$ cat src/hw/rtl/fixed_frame_sync_crc8_check_unit_defines.svh
// ----------------------------------------------------------------------------
// Frame sync CRC-8 check unit: assertion macros
// Shared concurrent assertion forms, clocked on i_clk, off during reset.
// ----------------------------------------------------------------------------
`ifndef FIXED_FRAME_SYNC_CRC8_CHECK_UNIT_DEFINES_SVH
`define FIXED_FRAME_SYNC_CRC8_CHECK_UNIT_DEFINES_SVH

// Same-cycle implication.
`define FFSC_ASSERT_NOW(label, ante, cons, msg) \
    label: assert property (@(posedge i_clk) disable iff (!i_rst_n) (ante) |-> (cons)) \
        else $error(msg);

// Next-cycle implication.
`define FFSC_ASSERT_NEXT(label, ante, cons, msg) \
    label: assert property (@(posedge i_clk) disable iff (!i_rst_n) (ante) |=> (cons)) \
        else $error(msg);

`endif

$ cat src/hw/rtl/ffsc_pkg.sv
// ----------------------------------------------------------------------------
// ffsc_pkg
// Constants, types and CRC helpers for the frame sync CRC-8 check unit.
// ----------------------------------------------------------------------------
`timescale 1ns / 1ps

package ffsc_pkg;

    localparam int unsigned FRAME_BYTES   = 16;
    localparam int unsigned WIN_LEN       = (FRAME_BYTES < 5) ? 5 :
                                            ((FRAME_BYTES > 16) ? 16 : FRAME_BYTES);
    localparam int unsigned CRC_POS       = WIN_LEN - 2;
    localparam int unsigned PAYLOAD_COUNT = 12;
    localparam int unsigned FILL_W        = $clog2(WIN_LEN + 1);

    localparam logic [7:0] CRC_POLY = 8'h31;
    localparam logic [7:0] CRC_TOP  = 8'h80;
    localparam logic [7:0] CRC_INIT = 8'h00;

    localparam logic [FILL_W-1:0] FILL_FULL = FILL_W'(WIN_LEN);
    localparam logic [FILL_W-1:0] FILL_LAST = FILL_W'(WIN_LEN - 1);

    typedef logic [7:0]      t_byte;
    typedef logic [7:0][7:0] t_cols;   // one CRC column per input bit

    typedef enum logic [0:0] {
        CFG_START_BYTE = 1'b0,
        CFG_END_BYTE   = 1'b1
    } t_cfg_idx;

    // One MSB-first CRC-8 bit step.
    function automatic t_byte crc_step(input t_byte acc);
        t_byte res;
        if ((acc & CRC_TOP) != 8'h00) begin
            res = {acc[6:0], 1'b0} ^ CRC_POLY;
        end else begin
            res = {acc[6:0], 1'b0};
        end
        return res;
    endfunction

    // Columns of the linear map byte -> CRC of that byte followed by
    // 'zeros' zero bytes. Only called with constants (elaboration time).
    function automatic t_cols crc_cols(input int unsigned zeros);
        t_cols cols;
        t_byte acc;
        for (int j = 0; j < 8; j++) begin
            acc = 8'(1 << j);
            for (int s = 0; s < 8 * (zeros + 1); s++) begin
                acc = crc_step(acc);
            end
            cols[j] = acc;
        end
        return cols;
    endfunction

endpackage

$ cat src/hw/rtl/ffsc_cell.sv
// ----------------------------------------------------------------------------
// ffsc_cell
// One window byte plus its registered CRC contribution for the next slot.
// ----------------------------------------------------------------------------
`timescale 1ns / 1ps

module ffsc_cell
    import ffsc_pkg::*;
(
    input  logic  i_clk,
    input  logic  i_shift,
    input  t_byte i_byte,
    input  t_cols i_cols,
    output t_byte o_byte,
    output t_byte o_contrib
);

    t_byte r_byte;
    t_byte r_contrib;
    t_byte n_contrib;

    // GF(2) matrix times the incoming byte
    always_comb begin
        n_contrib = 8'h00;
        for (int j = 0; j < 8; j++) begin
            if (i_byte[j]) begin
                n_contrib = n_contrib ^ i_cols[j];
            end
        end
    end

    always_ff @(posedge i_clk) begin
        if (i_shift) begin
            r_byte    <= i_byte;
            r_contrib <= n_contrib;
        end
    end

    assign o_byte    = r_byte;
    assign o_contrib = r_contrib;

endmodule

$ cat src/hw/rtl/fixed_frame_sync_crc8_check_unit.sv
// ----------------------------------------------------------------------------
// fixed_frame_sync_crc8_check_unit
// Sliding-window frame finder with CRC-8 (poly 0x31) check on each frame.
// ----------------------------------------------------------------------------
//
//  channel | direction | handshake                 | payload
//  --------+-----------+---------------------------+------------------------------
//  in      | input     | i_in_valid / o_in_ready   | i_rx_byte, i_burst_end
//  out     | output    | o_out_valid / i_out_ready | o_frame_status, o_command_byte,
//          |           |                           | o_payload_low, o_payload_high
//  cfg     | input     | i_cfg_we (no wait)        | i_cfg_idx, i_cfg_data
//
//  One byte per cycle while o_in_ready is high. A frame result appears in the output register the
//  cycle after the transfer of its end byte.
//  The window is a row of byte cells that shift on every input transfer;
//  each cell keeps the CRC contribution of its byte for the slot it moves
//  into next, so the check is a XOR of registered bytes.
//  o_in_ready drops only while a result sits in the output register and
//  i_out_ready is low.
//  Reset (synchronous, active low) empties the window, clears the output
//  valid flag and sets both match bytes to zero.
//
`timescale 1ns / 1ps
`include "fixed_frame_sync_crc8_check_unit_defines.svh"

module fixed_frame_sync_crc8_check_unit
    import ffsc_pkg::*;
(
    input  logic        i_clk,
    input  logic        i_rst_n,
    // input byte channel
    input  logic        i_in_valid,
    output logic        o_in_ready,
    input  logic [7:0]  i_rx_byte,
    input  logic        i_burst_end,
    // result channel
    output logic        o_out_valid,
    input  logic        i_out_ready,
    output logic        o_frame_status,
    output logic [7:0]  o_command_byte,
    output logic [63:0] o_payload_low,
    output logic [31:0] o_payload_high,
    // configuration
    input  logic        i_cfg_we,
    input  logic [0:0]  i_cfg_idx,
    input  logic [7:0]  i_cfg_data
);

    // ---------------------------------------------------------------
    // Configuration registers
    // ---------------------------------------------------------------
    t_byte r_start_byte;
    t_byte r_end_byte;

    always_ff @(posedge i_clk) begin
        if (!i_rst_n) begin
            r_start_byte <= 8'h00;
            r_end_byte   <= 8'h00;
        end else if (i_cfg_we) begin
            unique case (t_cfg_idx'(i_cfg_idx))
                CFG_START_BYTE: r_start_byte <= i_cfg_data;
                CFG_END_BYTE:   r_end_byte   <= i_cfg_data;
            endcase
        end
    end

    // ---------------------------------------------------------------
    // Window: newest byte enters the top cell, oldest leaves cell 0.
    // With k valid bytes they sit in the top k cells, oldest lowest,
    // so a full window lines up with frame positions 0..WIN_LEN-1.
    // ---------------------------------------------------------------
    logic                        w_in_xfer;
    t_byte [WIN_LEN-1:0]         w_byte;
    t_byte [WIN_LEN-1:0]         w_contrib;

    assign w_in_xfer = i_in_valid && o_in_ready;

    for (genvar k = 0; k < WIN_LEN; k++) begin : g_cell
        // cell k moves to slot k-1 on the next shift; only slots that
        // feed the CRC get a nonzero map
        localparam t_cols CELL_COLS =
            (k >= 1 && k <= CRC_POS) ? crc_cols(CRC_POS - k) : '0;
        t_byte w_feed;

        if (k == WIN_LEN - 1) begin : g_top
            assign w_feed = i_rx_byte;
        end else begin : g_mid
            assign w_feed = w_byte[k+1];
        end

        ffsc_cell u_cell (
            .i_clk     (i_clk),
            .i_shift   (w_in_xfer),
            .i_byte    (w_feed),
            .i_cols    (CELL_COLS),
            .o_byte    (w_byte[k]),
            .o_contrib (w_contrib[k])
        );
    end

    // ---------------------------------------------------------------
    // Match on the window as it stands after this byte is shifted in:
    // frame slot p is cell p+1 now, the last slot is the incoming byte.
    // ---------------------------------------------------------------
    logic [FILL_W-1:0] r_fill;
    logic [FILL_W-1:0] n_fill;
    logic              w_full_next;
    logic              w_match;
    t_byte             w_crc;

    assign w_full_next = (r_fill >= FILL_LAST);
    assign w_match     = w_full_next && (w_byte[1] == r_start_byte) &&
                         (i_rx_byte == r_end_byte);

    always_comb begin
        w_crc = CRC_INIT;
        for (int k = 1; k <= CRC_POS; k++) begin
            w_crc = w_crc ^ w_contrib[k];
        end
    end

    // payload slots at or past the CRC byte read as zero on short frames
    t_byte [PAYLOAD_COUNT-1:0] w_pay;

    for (genvar i = 0; i < PAYLOAD_COUNT; i++) begin : g_pay
        if (i + 2 < CRC_POS) begin : g_on
            assign w_pay[i] = w_byte[i+3];
        end else begin : g_off
            assign w_pay[i] = 8'h00;
        end
    end

    // fill count: a found frame or a burst end empties the window
    always_comb begin
        n_fill = r_fill;
        if (w_in_xfer) begin
            priority if (w_match || i_burst_end) begin
                n_fill = '0;
            end else if (r_fill == FILL_FULL) begin
                n_fill = FILL_FULL;
            end else begin
                n_fill = r_fill + FILL_W'(1);
            end
        end
    end

    always_ff @(posedge i_clk) begin
        if (!i_rst_n) begin
            r_fill <= '0;
        end else begin
            r_fill <= n_fill;
        end
    end

    // ---------------------------------------------------------------
    // Output register
    // ---------------------------------------------------------------
    logic         r_out_valid;
    logic         r_status;
    t_byte        r_command;
    logic [63:0]  r_pay_low;
    logic [31:0]  r_pay_high;

    assign o_in_ready = !r_out_valid || i_out_ready;

    always_ff @(posedge i_clk) begin
        if (!i_rst_n) begin
            r_out_valid <= 1'b0;
        end else if (w_in_xfer && w_match) begin
            r_out_valid <= 1'b1;
        end else if (i_out_ready) begin
            r_out_valid <= 1'b0;
        end
    end

    always_ff @(posedge i_clk) begin
        if (w_in_xfer && w_match) begin
            r_status   <= (w_crc != w_byte[WIN_LEN-1]);
            r_command  <= w_byte[2];
            r_pay_low  <= w_pay[7:0];
            r_pay_high <= w_pay[PAYLOAD_COUNT-1:8];
        end
    end

    assign o_out_valid    = r_out_valid;
    assign o_frame_status = r_status;
    assign o_command_byte = r_command;
    assign o_payload_low  = r_pay_low;
    assign o_payload_high = r_pay_high;

    // ---------------------------------------------------------------
    // Assertions
    // ---------------------------------------------------------------
    `FFSC_ASSERT_NOW(a_fill_bound, 1'b1, r_fill <= FILL_FULL,
        "window fill count past window length")
    `FFSC_ASSERT_NEXT(a_match_emits, w_in_xfer && w_match,
        r_out_valid && r_fill == '0, "found frame not emitted or window not emptied")
    `FFSC_ASSERT_NEXT(a_burst_clears, w_in_xfer && i_burst_end,
        r_fill == '0, "window not emptied after burst end")
    `FFSC_ASSERT_NEXT(a_fill_step,
        w_in_xfer && !w_match && !i_burst_end && r_fill != FILL_FULL,
        r_fill == $past(r_fill) + FILL_W'(1), "fill count did not advance")

endmodule
$ cat config.mk
export PLATFORM = sky130hd
export DESIGN_NAME = fixed_frame_sync_crc8_check_unit
export DESIGN_NICKNAME = d
export VERILOG_FILES = /design/src/hw/rtl/ffsc_pkg.sv /design/src/hw/rtl/ffsc_cell.sv /design/src/hw/rtl/fixed_frame_sync_crc8_check_unit.sv
export VERILOG_INCLUDE_DIRS = /design/src /design/src/hw/rtl
export SDC_FILE = /design/constraint.sdc
export NUM_CORES = 1
export LEC_CHECK = 0
export BUFFER_PORTS_ARGS = -buffer_cell sky130_fd_sc_hd__buf_2
export CORE_ASPECT_RATIO = 0.8
export CORE_MARGIN = 3
export CORE_UTILIZATION = 45
export CTS_BUF_LIST = sky130_fd_sc_hd__clkbuf_16
export DETAILED_ROUTE_END_ITERATION = 6
export GPL_ROUTABILITY_DRIVEN = 0
export PLACE_DENSITY = 0.75
export SETUP_SLACK_MARGIN = 0.3
export SYNTH_ARGS = -nofsm -noshare
export SYNTH_HDL_FRONTEND = slang
export SYNTH_SLANG_ARGS = --single-unit
export TNS_END_PERCENT = 5
$ cat constraint.sdc
create_clock -name i_clk -period 15.8 [get_ports i_clk]
set_input_delay 1.58 -clock i_clk [delete_from_list [all_inputs] [get_ports i_clk]]
set_output_delay 1.58 -clock i_clk [all_outputs]
set_load 0.02 [all_outputs]
==> summary.md <==
The antenna cell count was 0. Relative to the synthesized area, the layout overhead comes to 16.0%. In this run the worst path has a maximum fanout of 65. The layout has 2466 filler cells. The final number of hold-violating endpoints is 0, and the placed wire-length estimate after detailed placement is 17.2 mm.

The cell count after synthesis came out at 811. In this run the critical register-to-register path is captured at o_payload_high[31]. The logs give 447 for the detailed router's first-iteration violation count and 0 for the count of unresolved DRC violations after routing. The critical path launch point type is an input port. After clock tree synthesis, the flow added hold-fix buffers numbering 0. The floorplan core area is 30800 µm². The via count of the first global-routing pass is 6707. The run finished with clean final reports. The area fraction of the dominant cell type after synthesis is 0.710. The cell chosen for the clock root was sky130_fd_sc_hd__clkbuf_16.

The normalized max-slew margin was 0.232; the pin count of the biggest net entering global routing was 154. The share of layout cells above drive strength 1 was 0.184. For this block, the routed nets add up to 26.1 mm of wire. The total power is 2.33 mW, and the number of setup buffers added after CTS is 0. The tools report the post-cts sizing count as 0. For this design the static power due to leakage is 5.65 nW. The power density over the cells is 141 nW/µm², and the maximum VDD drop is 0.0764 mV. Detailed routing inserted a total of 6713 vias.

Yosys mapped a number of flops with a built-in enable equal to 337. The final clock period utilization by the worst path is 0.262, and the die span in x is 205 µm. In this run the register-to-register setup slack is 12.26 ns.

The synthesized netlist occupies a cell area of 14300 µm². Averaged over all synthesized cells, the footprint is 17.6 µm². The run gives 0 as the remaining global-route overflow. Using the TritonRoute via totals, the vias-per-cell ratio works out to 4.78. The tightest hold margin was 0.476 ns; the worst-case reg-to-reg path depth was 8.

The tools report the beginning of the worst register-to-register path as r_fill[1]. The later pin in the worst-skew pair is clocked with a latency of 0.57 ns. The final max-slew violation count was 0. For the effective utilization at floorplan, the log shows 0.463. The number of H-tree branching levels came out at 1. The worst path needs 4.14 ns of the cycle, external delays included. The first-pass GRT wire length is 39.8 mm. The data required time at the worst endpoint came out at 15.99 ns. During placement, the flow inserted port buffers numbering 129. The setup path with the least slack is of type input port to flip-flop.

Counting instances, the worst hold path has a depth of 2. Setup violations remaining at the end of the flow were counted as 0. TritonCTS built the clock tree. The number of routed nets with antenna violations was 0; the clock-pin transition on the worst setup and hold timing paths was 0.07 ns. Once placement finished, the instance area stood at 15400 µm².

The most used flip-flop cell after synthesis is sky130_fd_sc_hd__edfxtp_1. The tools report the final core utilization as 0.537. TritonCTS created 31 clock buffers. Based on the critical path, the design can be clocked at up to 242 MHz. In this run the count of I/O pins placed on the die edge is 130. Yosys attributes the largest share of cell area to sky130_fd_sc_hd__edfxtp_1 (71%), sky130_fd_sc_hd__xnor2_1 (16%), sky130_fd_sc_hd__xor2_1 (5.7%). The number of warning messages in the yosys log came out at 0. The global router's overall resource usage is 0.154.

The logs give 0 for the initial antenna violation count and 0.0119 ns for the worst clock skew. Setup repair after global routing left no endpoint under its margin. In this run the deepest clock path goes through 3 buffers. For the pin with the worst max-slew slack, the measured transition is 1.15 ns. After synthesis the netlist holds a flip-flop and latch count of 359. Critical path capture point type: a flip-flop.

The logs give 26 for the number of distinct library cell variants in the gate-level netlist after synthesis and 837 for the synthesized netlist net count. Biggest area consumer among synthesized cells: sky130_fd_sc_hd__edfxtp_1. At the worst endpoint, the arrival time is 4.32 ns. The count of TritonRoute iterations in the first routing pass was 5; the number of nets in the finished design was 993.

Sequential share of the synthesized area: 0.741. In this run the most critical hold path is launched from r_end_byte[5]. The mean routed wirelength per cell was 18.6 µm. The tools report the die area as 33900 µm². Post-route cell area: 16500 µm².

Clock tree synthesis found a total of 359 sinks. The fraction of registers with async set or reset after synthesis works out to 0. After floorplanning, the core was divided into 57 placement rows. Path category of the worst min-delay check: flip-flop to flip-flop.

The height of the die is 165 µm. For hold timing, the worst endpoint is r_end_byte[5]. The run gives 0 as the number of max-cap violations. Adding up every negative setup slack in the final design gives 0 ns.
==> critical path, stage by stage <==
cell	delay, ns
sky130_fd_sc_hd__buf_2	0.12
sky130_fd_sc_hd__xor2_1	0.14
sky130_fd_sc_hd__nor4_1	0.33
sky130_fd_sc_hd__nand4_1	0.31
sky130_fd_sc_hd__nor2_4	0.93
sky130_fd_sc_hd__buf_4	0.79
==> cells in the mapped netlist, drive strengths merged (2+ instances only) <==
| cell | instances |
|---|---|
| edfxtp | 337 |
| xnor2 | 266 |
| xor2 | 93 |
| dfxtp | 22 |
| nand2 | 16 |
| nor2b | 10 |
| a21boi | 9 |
| mux2i | 8 |
| nand3 | 8 |
| clkbuf | 6 |
| nor2 | 6 |
| inv | 5 |
| nor4 | 5 |
| nand4 | 4 |
| ha | 3 |
| a21oi | 2 |
| buf | 2 |
| nand2b | 2 |
==> per-stage QoR <==
step | instances | worst slack [ns]
3_5_place_dp | 1347 | 11.06
5_1_grt | 1404 | 11.44
2_1_floorplan | 811 | 8.29
6_report | 1404 | 11.66
3_3_place_gp | 1347 | 11.18
4_1_cts | 1404 | 11.63
==> power breakdown <==
part	internal, mW	switching, mW
clock network	0.502	0.328
logic	0.166	0.157
registers	1.13	0.0526
==> cell type report <==
class / instances / area, µm² / share of cell area
Clock buffer: 31 / 776 / 0.0469
Clock inverter: 26 / 347 / 0.0210
Inverter: 5 / 26.3 / 0.00159
Multi-Input combinational cell: 439 / 3660 / 0.221
Sequential cell: 359 / 10600 / 0.638
Tap cell: 413 / 517 / 0.0312
Timing Repair Buffer: 131 / 661 / 0.0399
==> per-layer routing <==
layer | vias to the layer above | routed length (µm) | global-route usage | part of all wire
met3 | 47 | 1320 | 0.0259 | 0.051
met1 | 3316 | 12600 | 0.234 | 0.48
met4 | 0 | 545 | 0.0388 | 0.021
met5 | - | 0 | 0 | 0
met2 | 187 | 11600 | 0.233 | 0.45
li1 | 3163 | - | - | -
==> registers in the layout (all words and copies together) (netlist names) <==
signal	cells
o_frame_status	1
g_cell.u_cell.o_byte	120
o_payload_high	32
r_end_byte	8
o_command_byte	8
o_out_valid	1
g_cell.u_cell.o_contrib	112
r_start_byte	8
o_payload_low	64
r_fill	5
==> worst max-delay path by stage <==
stage	from	end	slack (ns)
after global routing	i_rx_byte[4]	o_payload_high[31]	11.44
final	i_rx_byte[4]	o_payload_high[31]	11.66
after CTS	i_rx_byte[4]	o_payload_high[10]	11.63
after global placement	i_rx_byte[4]	o_payload_high[18]	11.18
after detailed placement	i_rx_byte[4]	o_payload_high[13]	11.06
after floorplan	i_out_ready	r_fill[3]	8.29
==> placed cells by master (no fill, tap or decap), drive strengths merged, types with 2 or more instances in the layout <==
cell and count:
edfxtp 337, xnor2 266, buf 131, xor2 93, clkbuf 31, dfxtp 22
nand2 16, clkinv 11, nor2b 10, inv 10, a21boi 9, bufinv 9
mux2i 8, nand3 8, nor2 6, nor4 5, nand4 4, ha 3
nand2b 2, a21oi 2
==> logic make-up after synthesis <==
family / count (synthesis) / share of synthesized area
AO/OA/AOI/OAI: 13 / 0.00632
flip-flops: 359 / 0.741
AND/OR/NAND/NOR: 56 / 0.0203
buffers and inverters: 13 / 0.00360
multiplexers: 8 / 0.00562
XOR/XNOR: 359 / 0.221
adder cells (fa/ha/maj): 3 / 0.00263
Power figures use the tool's default switching activity.
